## src/hw/rtl/linear_interp_resampler_assert.svh

```systemverilog
// Assertion helpers; the calling scope must provide clk and rst_n.
`ifndef LINEAR_INTERP_RESAMPLER_ASSERT_SVH
`define LINEAR_INTERP_RESAMPLER_ASSERT_SVH

// Consequent checked in the same cycle as the antecedent.
`define LIR_ASSERT_SAME(label, ante, cons) \
  label: assert property (@(posedge clk) disable iff (!rst_n) (ante) |-> (cons)) \
    else $error("resampler assertion failed");

// Consequent checked in the cycle after the antecedent.
`define LIR_ASSERT_NEXT(label, ante, cons) \
  label: assert property (@(posedge clk) disable iff (!rst_n) (ante) |=> (cons)) \
    else $error("resampler assertion failed");

`endif

```

## src/hw/rtl/lir_pkg.sv

```systemverilog
`timescale 1ns / 1ps
package lir_pkg;

  localparam int LANES            = 8;
  localparam int MAX_CHANNELS     = 8;
  localparam int SAMPLE_BITS      = 16;
  localparam int FRAME_COUNT_BITS = 24;
  localparam int EMIT_BITS        = FRAME_COUNT_BITS + 4;
  localparam int FRAC_BITS        = 32;
  localparam int POS_BITS         = FRAME_COUNT_BITS + FRAC_BITS;
  localparam int STEP_BITS        = 40;
  localparam int SRC_BITS         = 18;
  localparam int TGT_BITS         = 16;
  localparam int CHN_BITS         = 4;
  localparam int RESULT_CAP       = 8;
  localparam int RESULT_CNT_BITS  = $clog2(RESULT_CAP + 1);
  localparam int PROD_A_BITS      = EMIT_BITS + SRC_BITS;
  localparam int PROD_B_BITS      = FRAME_COUNT_BITS + TGT_BITS;

  localparam logic [SRC_BITS-1:0] SRC_RATE_MIN = SRC_BITS'(8000);
  localparam logic [SRC_BITS-1:0] SRC_RATE_MAX = SRC_BITS'(192000);
  localparam logic [TGT_BITS-1:0] TGT_RATE_MIN = TGT_BITS'(8000);
  localparam logic [TGT_BITS-1:0] TGT_RATE_MAX = TGT_BITS'(48000);

  localparam logic signed [SAMPLE_BITS+1:0] SAMPLE_MIN = -18'sd32768;
  localparam logic signed [SAMPLE_BITS+1:0] SAMPLE_MAX = 18'sd32767;

  localparam int REG_IDX_BITS = 2;
  localparam logic [REG_IDX_BITS-1:0] REG_IN_RATE       = 2'd0;
  localparam logic [REG_IDX_BITS-1:0] REG_OUT_RATE      = 2'd1;
  localparam logic [REG_IDX_BITS-1:0] REG_CHANNEL_COUNT = 2'd2;

  typedef logic [LANES-1:0][SAMPLE_BITS-1:0] lir_frame_t;

  typedef struct packed {
    lir_frame_t                  ch;
    logic                        fin;
    logic [FRAME_COUNT_BITS-1:0] idx;
  } lir_item_t;

  typedef struct packed {
    logic [1:0]                  fill;
    logic [FRAME_COUNT_BITS-1:0] frames_seen;
  } lir_front_stat_t;

endpackage

```

## src/hw/rtl/lir_front.sv

```systemverilog
`timescale 1ns / 1ps
module lir_front (
  input  logic                          clk,
  input  logic                          rst_n,
  input  logic                          in_valid,
  output logic                          in_stall,
  input  logic signed [15:0]            in_ch0,
  input  logic signed [15:0]            in_ch1,
  input  logic signed [15:0]            in_ch2,
  input  logic signed [15:0]            in_ch3,
  input  logic signed [15:0]            in_ch4,
  input  logic signed [15:0]            in_ch5,
  input  logic signed [15:0]            in_ch6,
  input  logic signed [15:0]            in_ch7,
  input  logic                          in_final_frame,
  input  logic                          q_pop,
  output logic                          q_valid,
  output lir_pkg::lir_item_t            q_item,
  output lir_pkg::lir_front_stat_t      stat
);
  import lir_pkg::*;

  localparam int QDEPTH = 2;

  lir_item_t                   queue_r [QDEPTH];
  logic                        wr_ptr_r;
  logic                        rd_ptr_r;
  logic [1:0]                  fill_r;
  logic [FRAME_COUNT_BITS-1:0] frames_seen_r;
  lir_item_t                   new_item;
  logic                        push;

  assign in_stall = (fill_r == 2'(QDEPTH));
  assign push     = in_valid && !in_stall;

  // Each item carries its frame index within the clip.
  always_comb begin
    new_item.ch  = {in_ch7, in_ch6, in_ch5, in_ch4, in_ch3, in_ch2, in_ch1, in_ch0};
    new_item.fin = in_final_frame;
    new_item.idx = frames_seen_r;
  end

  always_ff @(posedge clk) begin
    if (!rst_n) begin
      wr_ptr_r      <= 1'b0;
      rd_ptr_r      <= 1'b0;
      fill_r        <= '0;
      frames_seen_r <= '0;
    end else begin
      if (push) begin
        wr_ptr_r      <= !wr_ptr_r;
        frames_seen_r <= in_final_frame ? '0 : frames_seen_r + 1'b1;
      end
      if (q_pop) begin
        rd_ptr_r <= !rd_ptr_r;
      end
      case ({push, q_pop})
        2'b10:   fill_r <= fill_r + 1'b1;
        2'b01:   fill_r <= fill_r - 1'b1;
        default: fill_r <= fill_r;
      endcase
    end
  end

  always_ff @(posedge clk) begin
    if (push) begin
      queue_r[wr_ptr_r] <= new_item;
    end
  end

  assign q_valid          = (fill_r != '0);
  assign q_item           = queue_r[rd_ptr_r];
  assign stat.fill        = fill_r;
  assign stat.frames_seen = frames_seen_r;

endmodule

```

## config.mk

```make
export PLATFORM = sky130hd
export DESIGN_NAME = lir_front
export DESIGN_NICKNAME = d
export VERILOG_FILES = /design/src/hw/rtl/linear_interp_resampler_assert.svh /design/src/hw/rtl/lir_pkg.sv /design/src/hw/rtl/lir_front.sv
export SDC_FILE = /design/constraint.sdc
export NUM_CORES = 1
export LEC_CHECK = 0
export ABC_AREA = 1
export ABC_CLOCK_PERIOD_IN_PS = 11200
export BUFFER_PORTS_ARGS = -buffer_cell sky130_fd_sc_hd__buf_2
export CORE_MARGIN = 5
export CORE_UTILIZATION = 43
export DETAILED_ROUTE_END_ITERATION = 10
export PLACE_DENSITY_LB_ADDON = 0.25
export SETUP_SLACK_MARGIN = 0.05
export SLEW_MARGIN = 10
export SYNTH_ARGS = -nofsm -noshare
export SYNTH_HDL_FRONTEND = slang
export SYNTH_SLANG_ARGS = --single-unit
```

## constraint.sdc

```tcl
create_clock -name clk -period 11.2 [get_ports clk]
set_input_delay 2.24 -clock clk [delete_from_list [all_inputs] [get_ports clk]]
set_output_delay 2.24 -clock clk [all_outputs]
set_load 0.01 [all_outputs]
```

Word level (Yosys, flattened, before mapping)
Memory sizes are Yosys's and may differ from the RTL's. A register that Yosys moved wholly into a read port is not among the register bits.
Cells that the tools add are included.
{"block": "totals", "ramBits": 306, "memories": 1, "out_inout_bits": 181, "regBits": 28}
{"memory": "queue_r", "words": 2, "word_bits": 153, "read_ports": 1, "rd_clocked_by_memory_dff": 1, "wr": 1, "line": "lir_front.sv:25", "source": "lir_item_t queue_r [QDEPTH];"}
{"block": "op_classes", "eq_ne": 3, "n_addsub": 3, "n_reduce_logical": 6, "mux": 6}
{"operator": "$add A24 B1 Y24 const B", "count": 1}
{"operator": "$mux W24", "count": 1}
{"operator": "$eq A2 B2 Y1 const B", "count": 2}
{"operator": "$mux W1", "count": 4}
{"operator": "$pmux W2 S2", "count": 1}
{"operator": "$reduce_bool A2 Y1", "count": 2}
{"operator": "$logic_not A1 Y1", "count": 3}
{"operator": "$add A2 B1 Y2 const B", "count": 1}
{"operator": "$eq A2 B1 Y1 const B", "count": 1}
{"operator": "$sub A2 B1 Y2 const B", "count": 1}
{"operator": "$logic_and A1 B1 Y1", "count": 1}

Logic depth before layout (Yosys ltp)
{"block": "logic_depth", "ltp_word": 5, "depth_mapped": 9, "depth_no_buf": 9}

Least setup slack after synthesis
No wires, ideal clock.
{"block": "synth_path", "path_type": "input port to flip-flop", "from": "input in_valid", "to": "memory queue_r[1][0] (netlist name), enable pin", "path_stages": 2, "n_path_buf": 0, "path_slack_ps": 1815, "arrival_ps": 8716, "path_cell_list": "nand2_8 > nor2_1"}
{"block": "synth_between", "elab_chain_cells": 3}
{"item": "start: declaration", "line": "lir_front.sv:5", "source": "input logic in_valid,"}
{"item": "$logic_and A1 B1 Y1", "line": "lir_front.sv:34", "source": "assign push = in_valid && !in_stall;"}
{"item": "$mux W1", "line": "lir_front.sv:66", "source": "if (push) begin"}
{"item": "$mux W1 (implied by the code)", "line": "lir_front.sv:67", "source": "queue_r[wr_ptr_r] <= new_item;"}
{"item": "end: declaration", "line": "lir_front.sv:25"}
Every way passes these cells.

==> impl_metrics.ini <==
[timing]
finalCritPeriodShare = 0.503
tns_ns = 0
tightest_slew_ns = 1.05
finalSetupViolCount = 0
slew_headroom = 0.297
finClkSkew_ns = 0.00869
drv_slew = 0
fin_crit_ns = 5.63
hold_viol = 0
rsz0062_at_grt = false
fmax_mhz = 178

[detailed_routing]
totalWireLength_um = 26400
drt_first_iter_violations = 340
via_count = 7015
route.detailed.drc = 0
wl_per_cell_um = 18.1
first_pass_iters = 4
vias_per_cell = 4.81
ant_nets = 0

[grt]
grt_pass1_vias = 7235
antenna_found_initial = 2
grt_use_total = 0.152
globalRouteOverflowTotal = 0
grt_pass1_wl_um = 40000
grt_max_degree = 76

[logic_synthesis]
synth_nets = 840
yosysTopAreaCell = edfxtp_1
synth_cells = 705
ys_ff_latch = 335
synth_area_leaders = edfxtp_1 73%, mux2_2 14%, dfxtp_1 4.6%
netlist.area_leader.share = 0.728
yosys_warnings = 0
syn_area_per_cell_sq_um = 17.9
synth_simple_gate_area_frac = 0.0514
synth_flop_cell = edfxtp_1
synth_top_family_by_area = multiplexers
yosysSeqAreaShare = 0.774
synth_xor_area_frac = 0.000694
synth_fa_ha_area_frac = 0.00198
synth_compound_area_frac = 0.0164
synth_mux_area_frac = 0.136
synth-edff-count = 306
synth_cell_types = 33
synthesis.area_sq_um = 12600
async_flop_share = 0

[setup_path]
rrSetupSlack_ns = 7.86
ff2ff_path_depth = 6
setup.worst_path.end = q_item[112]
worstSetupEndpointType = primary output
cp_data_required_time_ns = 8.96
critical_path.max_fanout = 59
path_class = reg -> out
r2r_start = fill_r[0]$_SDFFE_PN0P_
critPathLaunchType = register
arrival_ns = 3.39
r2r_end = queue_r[1][99]$_DFFE_PP_

[hold_path]
hp-class = reg -> reg

[job]
maxCapViolCount = 0

[cts]
cts.sinks = 335
clock_path_buffers = 3
cts.clk_slew.worst_paths_ns = 0.06
post_cts.repair.setup_buffers = 0
cts_buffers = 36
cts_tree = yes
hold_buffers = 0
ctsResizeCount = 0
insertion_delay_ns = 0.50
cts-root-buf = clkbuf_16
htreeDepth = 2

[power_and_ir_drop]
p_leak_nw = 5.94
ir_drop_uv = 123
p_total_w = 0.00290
p_per_area_nw_per_um2 = 185

[place]
numPortBuffers = 313
dp_hpwl_um = 17600
routabilityCongestion = 0.815

[floorplanning]
die_x_um = 181
core_area_sq_um = 28900
pin_count = 314
num_rows = 62
die_y_um = 181
initial_utilization = 0.438
die-area_sq_um = 32900

[cells_and_area]
final_nets = 1178
area_growth_pct = 24.5
drive_above_1_share = 0.520

[run_status]
status = finished clean
[worst min path at each step]
| stage | startpoint | endpoint | slack (ns) | depth (start not counted) |
|---|---|---|---|---|
| 6_report | rd_ptr_r$_SDFFE_PN0P_ | register | 0.52 | 2 |
| 5_1_grt | rd_ptr_r$_SDFFE_PN0P_ | rd_ptr_r$_SDFFE_PN0P_ | 0.55 | 2 |
| 4_1_cts | rd_ptr_r$_SDFFE_PN0P_ | register | 0.52 | 2 |
| 3_5_place_dp | rd_ptr_r$_SDFFE_PN0P_ | register | 0.50 | 2 |
| 3_3_place_gp | rd_ptr_r$_SDFFE_PN0P_ | register | 0.50 | 2 |
| 2_1_floorplan | rd_ptr_r$_SDFFE_PN0P_ | register | 0.48 | 2 |
[worst max-delay path: stages (launching register included)]
cell     delay, ns
dfxtp_4       0.72
buf_4         0.73
buf_4         0.77
mux2_2        0.42
buf_2         0.15
[layout make-up]
| cell class | count | area, sq um |
|---|---|---|
| Fill cell | 2382 | 13100 |
| Sequential cell | 335 | 9770 |
| Multi-Input combinational cell | 319 | 2630 |
| Timing Repair Buffer | 319 | 1610 |
| Clock buffer | 50 | 985 |
| Tap cell | 384 | 480 |
| Inverter | 32 | 123 |
| Clock inverter | 16 | 109 |
| Antenna cell | 4 | 10.0 |
[kinds of logic (layout without fill, tap and decap cells)]
kind of cell,after synthesis,count (layout)
flip-flops,335,335
multiplexers,153,153
AND/OR/NAND/NOR,135,135
buffers and inverters,51,417
AO/OA/AOI/OAI,28,28
adder cells (fa/ha/maj),2,2
XOR/XNOR,1,1
other,0,4
[synth_stat cells (all sizes together) (2+ instances only)]
master	instances
mux2	153
a21oi	17
inv	32
nand4	7
nor3	6
or2	2
o21ai	11
nor2	53
ha	2
nand3	14
nand2	52
edfxtp	306
buf	19
dfxtp	29
[report_power, final]
part           internal [W]  total [W]  switching (W)
clock network      0.000640    0.00109       0.000447
logic              0.000139   0.000320       0.000181
registers           0.00147    0.00149      0.0000266
total               0.00225    0.00290       0.000654
[state kept, by name, indices dropped and copies added, names as in the netlist, named ones only]
| name | count |
|---|---|
| frames_seen_r | 24 |
| wr_ptr_r | 1 |
| fill_r | 2 |
| queue_r | 306 |
| rd_ptr_r | 1 |
[layout by cell type, fill, tap and decap left out, types with 4 or more instances in the layout]
cell type  count
a21oi_2        7
buf_4          6
nand2_1       47
nand4_1        7
clkbuf_1      12
a21oi_1        9
dfxtp_1       28
mux2_2       153
diode_2        4
clkbuf_16     37
buf_2        313
clkinv_2       6
nand3_1       12
clkinv_1       6
edfxtp_1     306
nor2_1        46
inv_1         29
o21ai_2        5
nor2_4         4
[per-layer routing]
layer | up-vias | global-route usage | share of wire
met5 | - | 0 | 0
met4 | 0 | 0.0399 | 0.020
met2 | 245 | 0.260 | 0.48
met1 | 3399 | 0.191 | 0.41
met3 | 41 | 0.0460 | 0.083
li1 | 3330 | - | -
[per-stage QoR]
| step | area, sq um | setup slack [ns] | cells | hold slack (ns) | utilization |
|---|---|---|---|---|---|
| floorplan | 12600 | 1.82 | 705 | 0.480 | - |
| global placement | 14600 | 6.04 | 1389 | 0.496 | 0.507 |
| detailed placement | 14600 | 6.00 | 1389 | 0.499 | 0.507 |
| CTS | 15700 | 5.46 | 1455 | 0.521 | 0.544 |
| global route | 15700 | 5.35 | 1457 | 0.548 | 0.545 |
| finish | 15700 | 5.57 | 1459 | 0.524 | 0.545 |
No activity file was read; power rests on OpenSTA's default activity.
